--- src/rtl/satd_pkg.sv ---
// ----------------------------------------------------------------------------
// SATD package
// Shared widths, constants and types for the 16x16 Hadamard SATD block.
// ----------------------------------------------------------------------------
package satd_pkg;

	// Geometry: four lanes, each covering one group of four columns.
	localparam int LANE_COUNT    = 4;
	localparam int COLS_PER_LANE = 4;
	localparam int PIX_W         = 8;
	localparam int LANE_PIX_W    = COLS_PER_LANE * PIX_W;

	// Arithmetic widths.
	localparam int COEF_W     = 11;  // horizontally transformed coefficient, signed
	localparam int LANE_SUM_W = 14;  // per-lane half absolute sum of one row group
	localparam int ADD_W      = 16;  // sum of all lanes for one row group
	localparam int SUM_W      = 19;  // running SATD

	localparam logic [SUM_W-1:0] SUM_MAX = {SUM_W{1'b1}};

	localparam int DEFAULT_BLOCK_ROWS = 16;

	// Row position within a group of four; the last one triggers the vertical pass.
	localparam logic [1:0] POS_VERT = 2'd3;

	typedef logic signed [COEF_W-1:0] coef_t;
	typedef logic [LANE_SUM_W-1:0] lane_sum_t;
	typedef lane_sum_t [LANE_COUNT-1:0] lane_sum_arr_t;

	// Control from the top level to each lane.
	typedef struct packed {
		logic       adv;     // pipeline advances this cycle
		logic       wr_en;   // store the stage-one row into the row buffer
		logic [1:0] wr_row;  // buffer row to write
	} lane_ctrl_t;

	// Control from the top level to the merging stage.
	typedef struct packed {
		logic adv;
		logic valid;  // stage two holds a row
		logic vert;   // stage two row closed a group of four
		logic last;   // stage two row is the last of the block
	} merge_ctrl_t;

endpackage

--- src/rtl/satd_lane.sv ---
// ----------------------------------------------------------------------------
// SATD lane
// Differences, horizontal and vertical 4-point Hadamard for four columns.
// ----------------------------------------------------------------------------
module satd_lane (
	input  logic                               clk,
	input  satd_pkg::lane_ctrl_t               ctrl,
	input  logic [satd_pkg::LANE_PIX_W-1:0]    cur,
	input  logic [satd_pkg::LANE_PIX_W-1:0]    refp,
	output satd_pkg::lane_sum_t                lane_sum_s2
);

	localparam int N  = satd_pkg::COLS_PER_LANE;
	localparam int VW = satd_pkg::COEF_W + 1;
	localparam int AW = VW - 1;

	function automatic logic [AW-1:0] abs_v(input logic signed [VW-1:0] v);
		logic signed [VW-1:0] n;
		begin
			n = -v;
			abs_v = v[VW-1] ? n[AW-1:0] : v[AW-1:0];
		end
	endfunction

	satd_pkg::coef_t x    [N];
	satd_pkg::coef_t hrow [N];
	satd_pkg::coef_t hrow_s1   [N];
	satd_pkg::coef_t rowbuf_q  [3][N];
	logic [AW:0]             col_add [N];
	satd_pkg::lane_sum_t     lane_add;

	// Pixel differences, widened to coefficient width.
	always_comb begin
		for (int i = 0; i < N; i++) begin
			x[i] = satd_pkg::coef_t'({{(satd_pkg::COEF_W - satd_pkg::PIX_W){1'b0}},
				cur[i*satd_pkg::PIX_W +: satd_pkg::PIX_W]})
				- satd_pkg::coef_t'({{(satd_pkg::COEF_W - satd_pkg::PIX_W){1'b0}},
				refp[i*satd_pkg::PIX_W +: satd_pkg::PIX_W]});
		end
	end

	// Horizontal butterfly across the four columns.
	always_comb begin
		hrow[0] = (x[0] + x[1]) + (x[2] + x[3]);
		hrow[1] = (x[0] - x[1]) + (x[2] - x[3]);
		hrow[2] = (x[0] + x[1]) - (x[2] + x[3]);
		hrow[3] = (x[0] - x[1]) - (x[2] - x[3]);
	end

	// Stage one register.
	always_ff @(posedge clk) begin
		if (ctrl.adv) begin
			for (int i = 0; i < N; i++) hrow_s1[i] <= hrow[i];
		end
	end

	// Buffer for the first three rows of each group.
	always_ff @(posedge clk) begin
		if (ctrl.wr_en) begin
			for (int i = 0; i < N; i++) rowbuf_q[ctrl.wr_row][i] <= hrow_s1[i];
		end
	end

	// Vertical butterfly; half the absolute sum is max(|s0|,|s1|) + max(|d0|,|d1|).
	always_comb begin
		logic signed [VW-1:0] s0, d0, s1, d1;
		logic [AW-1:0] as0, as1, ad0, ad1, ms, md;
		lane_add = '0;
		for (int i = 0; i < N; i++) begin
			s0 = VW'(rowbuf_q[0][i]) + VW'(rowbuf_q[1][i]);
			d0 = VW'(rowbuf_q[0][i]) - VW'(rowbuf_q[1][i]);
			s1 = VW'(rowbuf_q[2][i]) + VW'(hrow_s1[i]);
			d1 = VW'(rowbuf_q[2][i]) - VW'(hrow_s1[i]);
			as0 = abs_v(s0);
			as1 = abs_v(s1);
			ad0 = abs_v(d0);
			ad1 = abs_v(d1);
			ms = (as0 > as1) ? as0 : as1;
			md = (ad0 > ad1) ? ad0 : ad1;
			col_add[i] = {1'b0, ms} + {1'b0, md};
			lane_add = lane_add + satd_pkg::LANE_SUM_W'(col_add[i]);
		end
	end

	// Stage two register.
	always_ff @(posedge clk) begin
		if (ctrl.adv) begin
			lane_sum_s2 <= lane_add;
		end
	end

endmodule

--- src/rtl/satd_merge.sv ---
// ----------------------------------------------------------------------------
// SATD merge
// Adds the lane sums, accumulates with saturation and holds the result.
// ----------------------------------------------------------------------------
module satd_merge (
	input  logic                         clk,
	input  logic                         arst_n,
	input  satd_pkg::merge_ctrl_t        ctrl,
	input  satd_pkg::lane_sum_arr_t      lane_sums,
	input  logic                         out_ready,
	output logic                         out_valid,
	output logic [satd_pkg::SUM_W-1:0]   out_data
);

	logic [satd_pkg::SUM_W-1:0] sum_q;
	logic [satd_pkg::SUM_W-1:0] out_data_q;
	logic                       out_valid_q;
	logic [satd_pkg::ADD_W-1:0] add;
	logic [satd_pkg::SUM_W:0]   total;
	logic [satd_pkg::SUM_W-1:0] sum_next;

	// Combine the lanes and saturate the running sum.
	always_comb begin
		add = '0;
		for (int l = 0; l < satd_pkg::LANE_COUNT; l++) begin
			add = add + satd_pkg::ADD_W'(lane_sums[l]);
		end
		total = {1'b0, sum_q} + (satd_pkg::SUM_W + 1)'(add);
		if (!ctrl.vert) begin
			sum_next = sum_q;
		end else if (total > {1'b0, satd_pkg::SUM_MAX}) begin
			sum_next = satd_pkg::SUM_MAX;
		end else begin
			sum_next = total[satd_pkg::SUM_W-1:0];
		end
	end

	// Accumulator and result register.
	always_ff @(posedge clk or negedge arst_n) begin
		if (!arst_n) begin
			sum_q       <= '0;
			out_valid_q <= 1'b0;
		end else begin
			if (out_valid_q && out_ready) out_valid_q <= 1'b0;
			if (ctrl.adv && ctrl.valid) begin
				if (ctrl.last) begin
					sum_q       <= '0;
					out_valid_q <= 1'b1;
				end else begin
					sum_q <= sum_next;
				end
			end
		end
	end

	always_ff @(posedge clk) begin
		if (ctrl.adv && ctrl.valid && ctrl.last) begin
			out_data_q <= sum_next;
		end
	end

	assign out_valid = out_valid_q;
	assign out_data  = out_data_q;

endmodule

--- src/rtl/satd_hadamard_16x16.sv ---
// ----------------------------------------------------------------------------
// 16x16 Hadamard SATD
// Timing: the total passes the stage-one, stage-two and result registers before m_tvalid rises.
// Throughput: one row per cycle; the four lanes and the merge stage are fully pipelined.
// The input stalls only while a finished total waits and the next one is ready to leave.
// Reset: arst_n clears the row counter, pipeline valids, accumulator and output valid.
// ----------------------------------------------------------------------------
module satd_hadamard_16x16 #(
	parameter int BLOCK_ROWS = satd_pkg::DEFAULT_BLOCK_ROWS
) (
	input  logic         clk,
	input  logic         arst_n,
	input  logic         s_tvalid,
	output logic         s_tready,
	// From bit 0: cur_pixels_low, cur_pixels_high, ref_pixels_low, ref_pixels_high.
	input  logic [255:0] s_tdata,
	output logic         m_tvalid,
	input  logic         m_tready,
	// From bit 0: satd_total (19 bits), zero padding.
	output logic [23:0]  m_tdata
);

	localparam int RW = $clog2(BLOCK_ROWS);
	localparam int L  = satd_pkg::LANE_COUNT;
	localparam int PW = satd_pkg::LANE_PIX_W;

	logic [RW-1:0]           row_q;
	logic                    row_last;
	logic                    adv;
	logic                    accept;
	logic                    v_s1, v_s2;
	logic [1:0]              pos_s1;
	logic                    last_s1, last_s2, vert_s2;
	satd_pkg::lane_ctrl_t    lane_ctrl;
	satd_pkg::merge_ctrl_t   merge_ctrl;
	satd_pkg::lane_sum_arr_t lane_sums;
	logic [satd_pkg::SUM_W-1:0] satd_total;

	// Hold everything only when a final total cannot be delivered.
	assign adv      = !(v_s2 && last_s2 && m_tvalid && !m_tready);
	assign s_tready = adv;
	assign accept   = s_tvalid && adv;
	assign row_last = (row_q == RW'(BLOCK_ROWS - 1));

	// Row counter and pipeline control.
	always_ff @(posedge clk or negedge arst_n) begin
		if (!arst_n) begin
			row_q   <= '0;
			v_s1    <= 1'b0;
			v_s2    <= 1'b0;
			pos_s1  <= '0;
			last_s1 <= 1'b0;
			last_s2 <= 1'b0;
			vert_s2 <= 1'b0;
		end else if (adv) begin
			if (accept) row_q <= row_last ? '0 : row_q + 1'b1;
			v_s1    <= accept;
			pos_s1  <= row_q[1:0];
			last_s1 <= row_last;
			v_s2    <= v_s1;
			last_s2 <= last_s1;
			vert_s2 <= v_s1 && (pos_s1 == satd_pkg::POS_VERT);
		end
	end

	always_comb begin
		lane_ctrl.adv    = adv;
		lane_ctrl.wr_en  = adv && v_s1 && (pos_s1 != satd_pkg::POS_VERT);
		lane_ctrl.wr_row = pos_s1;
		merge_ctrl.adv   = adv;
		merge_ctrl.valid = v_s2;
		merge_ctrl.vert  = vert_s2;
		merge_ctrl.last  = last_s2;
	end

	// One lane per group of four columns.
	for (genvar g = 0; g < L; g++) begin : g_lane
		satd_lane u_lane (
			.clk         (clk),
			.ctrl        (lane_ctrl),
			.cur         (s_tdata[g*PW +: PW]),
			.refp        (s_tdata[L*PW + g*PW +: PW]),
			.lane_sum_s2 (lane_sums[g])
		);
	end

	satd_merge u_merge (
		.clk       (clk),
		.arst_n    (arst_n),
		.ctrl      (merge_ctrl),
		.lane_sums (lane_sums),
		.out_ready (m_tready),
		.out_valid (m_tvalid),
		.out_data  (satd_total)
	);

	assign m_tdata = {{(24 - satd_pkg::SUM_W){1'b0}}, satd_total};

endmodule
--- config.mk ---
export PLATFORM = sky130hd
export DESIGN_NAME = satd_hadamard_16x16
export DESIGN_NICKNAME = d
export VERILOG_FILES = /design/src/rtl/satd_pkg.sv /design/src/rtl/satd_lane.sv /design/src/rtl/satd_merge.sv /design/src/rtl/satd_hadamard_16x16.sv
export SDC_FILE = /design/constraint.sdc
export NUM_CORES = 2
export LEC_CHECK = 0
export ABC_AREA = 0
export BUFFER_PORTS_ARGS = -buffer_cell sky130_fd_sc_hd__buf_2
export CAP_MARGIN = 20
export CORE_AREA = 5 5 496 498
export DETAILED_ROUTE_END_ITERATION = 6
export DIE_AREA = 0 0 501 503
export PLACE_DENSITY = 0.59
export REMOVE_ABC_BUFFERS = 1
export SYNTH_ARGS = -nofsm -noshare
export SYNTH_HDL_FRONTEND = slang
export SYNTH_SLANG_ARGS = --single-unit
--- constraint.sdc ---
create_clock -name clk -period 26.7 [get_ports clk]
set_clock_uncertainty 0.2 [all_clocks]
set_input_delay 1.335 -clock clk [delete_from_list [all_inputs] [get_ports clk]]
set_output_delay 1.335 -clock clk [all_outputs]
set_load 0.01 [all_outputs]
Word level (Yosys, flattened, before mapping):

Memories as Yosys holds them, arrays and structs flattened.
Cells that the tools add are included.
W data, S select, Z words.

* flip-flop bits (word level): 106
* logic and storage cells: 387
* bits in writable memories: 704
* memories: 8
* input bits: 260
* output and inout bits: 26

Memory list
* g_lane[0].u_lane.rowbuf_q: depth 3, width 44, rd ports 3, clocked after memory_dff 0, write ports 1, RTL line satd_lane.sv:28 `satd_pkg::coef_t rowbuf_q [3][N];`
* g_lane[1].u_lane.rowbuf_q: depth 3, width 44, rd ports 3, clocked after memory_dff 0, write ports 1, RTL line satd_lane.sv:28
* g_lane[2].u_lane.rowbuf_q: depth 3, width 44, rd ports 3, clocked after memory_dff 0, write ports 1, RTL line satd_lane.sv:28
* g_lane[3].u_lane.rowbuf_q: depth 3, width 44, rd ports 3, clocked after memory_dff 0, write ports 1, RTL line satd_lane.sv:28
* g_lane[0].u_lane.hrow_s1: depth 4, width 11, rd ports 4, clocked after memory_dff 0, write ports 4, RTL line satd_lane.sv:27 `satd_pkg::coef_t hrow_s1 [N];`
* g_lane[1].u_lane.hrow_s1: depth 4, width 11, rd ports 4, clocked after memory_dff 0, write ports 4, RTL line satd_lane.sv:27
* 2 more memories

* reductions and logical operators: 13
* eq/ne operators: 3
* muxes and demuxes: 106
* $lt $le $gt $ge: 33
* add/subtract/negate cells: 209
* bitwise gates (word level): 1

Operator list (count)
* $mux W11: 96
* $neg A11 Y11: 64
* $add A11 B11 Y12: 48
* $sub A11 B11 Y12: 32
* $gt A11 B11 Y1: 32
* $add A11 B11 Y11: 16
* $sub A11 B11 Y11: 16
* $sub A8 B8 Y9: 16
* $add A14 B12 Y14: 8
* $mux W19: 3
* $add A12 B12 Y13: 4
* $add A16 B14 Y16: 2
* $add A19 B16 Y20: 1
* $gt A20 B19 Y1 const B: 1
* $add A14 B14 Y15: 1
* $logic_and A1 B1 Y1: 10
* $mux W1: 6
* $add A4 B1 Y4 const B: 1
* $eq A4 B4 Y1 const B: 1
* $mux W4: 1
* $eq A2 B2 Y1 const B: 1
* $logic_not A1 Y1: 2
* $ne A2 B2 Y1 const B: 1
* $reduce_and A2 Y1: 1
* $not A1 Y1: 1

Longest topological paths before layout:

An unclocked memory read counts as a cell.

* depth after elaboration: 10
* depth in mapped cells: 48
* mapped depth without buffers: 45

By module:

Synthesis repeated with hierarchy kept, for this count alone.

* cell total of the unflattened synthesis: 11873
* area, all modules: 105995.4 um^2

Modules (own cells, without submodules)
* satd_lane (g_lane[2].u_lane): times used 1, cells an instance 2865, area an instance 25444.4 um^2
* satd_lane (g_lane[1].u_lane): times used 1, cells an instance 2860, area an instance 25429.4 um^2
* satd_lane (g_lane[0].u_lane): times used 1, cells an instance 2857, area an instance 25421.9 um^2
* satd_lane (g_lane[3].u_lane): times used 1, cells an instance 2786, area an instance 25240.5 um^2
* satd_merge: times used 1, cells an instance 455, area an instance 3912.5 um^2
* satd_hadamard_16x16: times used 1, cells an instance 50, area an instance 546.8 um^2

Worst setup path before layout:

OpenSTA, ideal clock, no wires.

* path type: input-to-reg
* start: in m_tready
* end: mem g_lane[0].u_lane.rowbuf_q[2][10] in the netlist's numbering, enable pin
* setup slack: 4.461 ns
* stages: 5
* arrival: 21.103 ns
* setup time: 0.936 ns
* cells stage by stage: or3_1 > clkbuf_1 > clkbuf_1 > nand2_1 > nor3b_1

* word-level cells in the longest chain between the ends: 7

RTL lines
* from (decl): RTL line satd_hadamard_16x16.sv:18 `input logic m_tready,`
* $logic_not A1 Y1: RTL line satd_hadamard_16x16.sv:40 `assign adv = !(v_s2 && last_s2 && m_tvalid && !m_tready);`
* $logic_and A1 B1 Y1: RTL line satd_hadamard_16x16.sv:40
* $logic_not A1 Y1: RTL line satd_hadamard_16x16.sv:40
* via s_tready: RTL line satd_hadamard_16x16.sv:14 `output logic s_tready,`
* $logic_and A1 B1 Y1 (2 in a row): RTL line satd_hadamard_16x16.sv:68 `lane_ctrl.wr_en = adv && v_s1 && (pos_s1 != satd_pkg::POS_VERT);`
* $mux W1: RTL line satd_lane.sv:59 `if (ctrl.wr_en) begin`
* $mux W1 (implied by the code): RTL line satd_lane.sv:60 `for (int i = 0; i < N; i++) rowbuf_q[ctrl.wr_row][i] <= hrow_s1[i];`
* to (decl): RTL line satd_lane.sv:28

The timed path passes the listed nets, and every way through them passes these cells.

==> impl_metrics.py <==
metrics = {
    "run_status": {
        "status": "completed",
    },
    "finish": {
        "register_area_sq_um": 23200,
        "multi_input_area_sq_um": 76400,
        "n_fill_cell": 22748,
        "final_layout_size_suffix_gt1_frac": 0.0514,
        "area_growth_pct": 7.59,
        "final_cells": 15655,
        "nNetsFinal": 14640,
    },
    "floorplanning": {
        "dieArea_sq_um": 252000,
        "rows": 181,
        "die_h_um": 503,
        "coreArea_sq_um": 242000,
        "die_x_um": 501,
        "ios": 286,
        "start_util": 0.446,
    },
    "critical_path": {
        "endpoint": "g_lane[0].u_lane.lane_sum_s2[13]$_DFFE_PN_",
        "cpMostUsedCell": "o21a_1",
        "slowest_stage": "o21ai_1",
        "required_ns": 26.99,
        "r2r-start": "g_lane[0].u_lane.hrow_s1[1][4]$_DFFE_PN_",
        "cp_num_buf_inv": 6,
        "cp_max_fo": 10,
        "critPathMaxStageDelay_ns": 0.87,
        "r2r_cells": 44,
        "start_kind": "flip-flop",
        "cp.depth": 44,
        "worstSetupPathType": "reg2reg",
        "ff2ff_setup_slack_ns": 14.76,
        "timing.rr.end": "g_lane[0].u_lane.lane_sum_s2[13]$_DFFE_PN_",
        "worstSetupStartpoint": "g_lane[0].u_lane.hrow_s1[1][4]$_DFFE_PN_",
        "crit_family": "compound AO/OA/AOI/OAI gates",
        "worst_ep_arrival_time_ns": 12.23,
        "cp-end-kind": "flip-flop",
    },
    "routing": {
        "drt_iter0_drc": 4354,
        "wl_per_cell_um": 18.1,
        "dr_total_vias": 85114,
        "viasPerCell": 5.44,
        "drtAntennaViolNets": 0,
        "dr.pass1.iters": 6,
        "drc_errors": 0,
        "wl_mm": 283,
    },
    "synth": {
        "synth_area_per_cell_sq_um": 8.83,
        "ys_types": 101,
        "synthFlopType": "edfxtp_1",
        "synth_seq_area_share": 0.215,
        "ys_top_cells_by_area": "edfxtp_1 (21%), ha_1 (19%), xnor2_1 (8.1%)",
        "yosysTopAreaCell": "edfxtp_1",
        "ys_warn_count": 0,
        "synth_area_sq_um": 108000,
        "synthCells": 12194,
        "async_reset_ff_frac": 0.0398,
        "synth_edf_count": 747,
        "synth_top_area_share": 0.208,
        "synth_seq_cells": 778,
    },
    "cts": {
        "cts_tree": "built",
        "cts_resized": 0,
        "path_clk_slew_ns": 0.06,
        "cts_buffers": 98,
        "cts.root.buffer_cell": "clkbuf_16",
        "hold_buffers": 0,
        "cts_setup_buffers": 0,
        "clock_path_buffers": 3,
        "htree_num_levels": 3,
        "clk_latency_ns": 0.75,
        "cts.sinks": 778,
    },
    "sta": {
        "slew_headroom": 0.250,
        "drv_slew": 0,
        "worst_slew_pin_slew_ns": 1.12,
        "setup_tns_ns": 0,
        "setup_viol": 0,
        "fin_crit_sh": 0.447,
        "period_minus_slack_ns": 11.94,
        "max_freq_ghz": 0.0837,
        "whs_ns": 0.235,
        "rsz0062_at_grt": "false",
        "hold_viol": 0,
    },
    "global_routing": {
        "use_met3": 0.0189,
        "grtUsageMet1": 0.282,
        "grt_max_degree": 116,
        "antenna_found_initial": 3,
        "grt_first_pass_wirelength_mm": 445,
        "gr-usage-met2": 0.385,
        "grt_pass1_vias": 85178,
        "grt_usage": 0.217,
        "gr-total-overflow": 0,
        "grt_busiest_layer": "met2",
    },
    "placed_design": {
        "placement.io_buffers": 280,
        "place_inst": 15466,
        "gp_congestion": 0.920,
        "hpwl_mm": 237,
    },
    "worst_hold_path": {
        "hold_class": "reg2reg",
    },
    "flow_run": {
        "maxCapViolations": 0,
    },
}
## stage by stage
stage / util / area, sq um / setup slack (ns)
4_1_cts: 0.479 / 116000 / 14.77
3_5_place_dp: 0.466 / 112000 / 14.71
3_3_place_gp: 0.465 / 112000 / 14.51
6_report: 0.480 / 116000 / 14.76
2_1_floorplan: - / 107000 / 6.13
5_1_grt: 0.480 / 116000 / 13.82
## cell usage after synthesis, drive strengths merged (20+ instances only)
cell type	instances
a2111oi	68
a211o	23
a211oi	119
a21boi	31
a21o	263
a21oi	856
a221oi	51
a31oi	118
a41oi	21
and2	62
and3	87
buf	54
clkbuf	201
dfrtp	31
edfxtp	747
fa	345
ha	1666
inv	1908
mux2	32
mux2i	359
nand2	363
nand2b	193
nand3	162
nand4	88
nor2	810
nor2b	200
nor3	190
nor3b	31
nor4	57
nor4b	32
o211ai	29
o21a	144
o21ai	390
o21bai	271
o22ai	20
o31a	55
o31ai	120
o41ai	39
or2	62
or3	81
or4	49
xnor2	998
xor2	482
## layer usage
layer / vias up / wire length [um]
li1: 42637 / -
met1: 40746 / 129000
met2: 1416 / 136000
met3: 315 / 9560
met4: 0 / 8910
met5: - / 0
## placed cells by master (no fill, tap or decap), drive strengths merged, types with 81 or more instances in the layout
master,Yosys,routed
or3,81,81
nand2,363,363
o21a,144,144
a21o,263,263
o31ai,120,120
clkbuf,201,119
edfxtp,747,747
o21bai,271,271
o21ai,390,390
nand2b,193,193
buf,54,324
ha,1666,1666
a211oi,119,119
and3,87,87
nor2,810,810
inv,1908,1914
xnor2,998,998
nor3,190,190
fa,345,345
xor2,482,482
nand4,88,88
nand3,162,162
a31oi,118,118
mux2i,359,359
nor2b,200,200
a21oi,856,856
## sequential cells by signal, summed over array words and instances (netlist names), 2 cells and up
signal and flops:
u_merge.sum_q 19, g_lane.u_lane.lane_sum_s2 56, u_merge.out_data 19, row_q 4
g_lane.u_lane.rowbuf_q 504, g_lane.u_lane.hrow_s1 168, pos_s1 2
## worst min-delay path, delay by kind of cell, from the launching register on
family	cells	cell delay, ns
buf+inv	1	0.05
simple gates	1	0.05
flops	1	0.32
## cell families (layout without fill, tap and decap cells)
logic type,Yosys count,count (layout),share of synthesized area
compound gates,2825,2825,0.174
xor+xnor,1481,1481,0.121
fa+ha+maj,2011,2011,0.258
buf+inv,2166,2418,0.0761
flops,778,778,0.215
mux,391,391,0.0367
other cells,1,8,0.0000348
simple gates,2541,2541,0.120
## worst min-delay path by stage
stage	start	endpoint	slack, ns	cells past startpoint
detailed placement	last_s1$_DFFE_PN0N_	last_s2$_DFFE_PN0N_	0.23	2
global placement	last_s1$_DFFE_PN0N_	last_s2$_DFFE_PN0N_	0.23	2
finish	last_s1$_DFFE_PN0N_	last_s2$_DFFE_PN0N_	0.23	2
floorplan	last_s1$_DFFE_PN0N_	last_s2$_DFFE_PN0N_	0.21	2
CTS	last_s1$_DFFE_PN0N_	last_s2$_DFFE_PN0N_	0.24	2
global route	last_s1$_DFFE_PN0N_	last_s2$_DFFE_PN0N_	0.26	2
## area by class of cell
class,instances,area share
clock buffer,118,0.0232
sequential,778,0.200
inverter,1911,0.0619
multi-input combinational,9254,0.659
clock inverter,63,0.00583
tap,3202,0.0346
antenna,3,0.0000648
timing repair buffer,326,0.0153
Power is not shown: default switching activity piles up to over one toggle a cycle in this logic, so the estimate is an artifact.
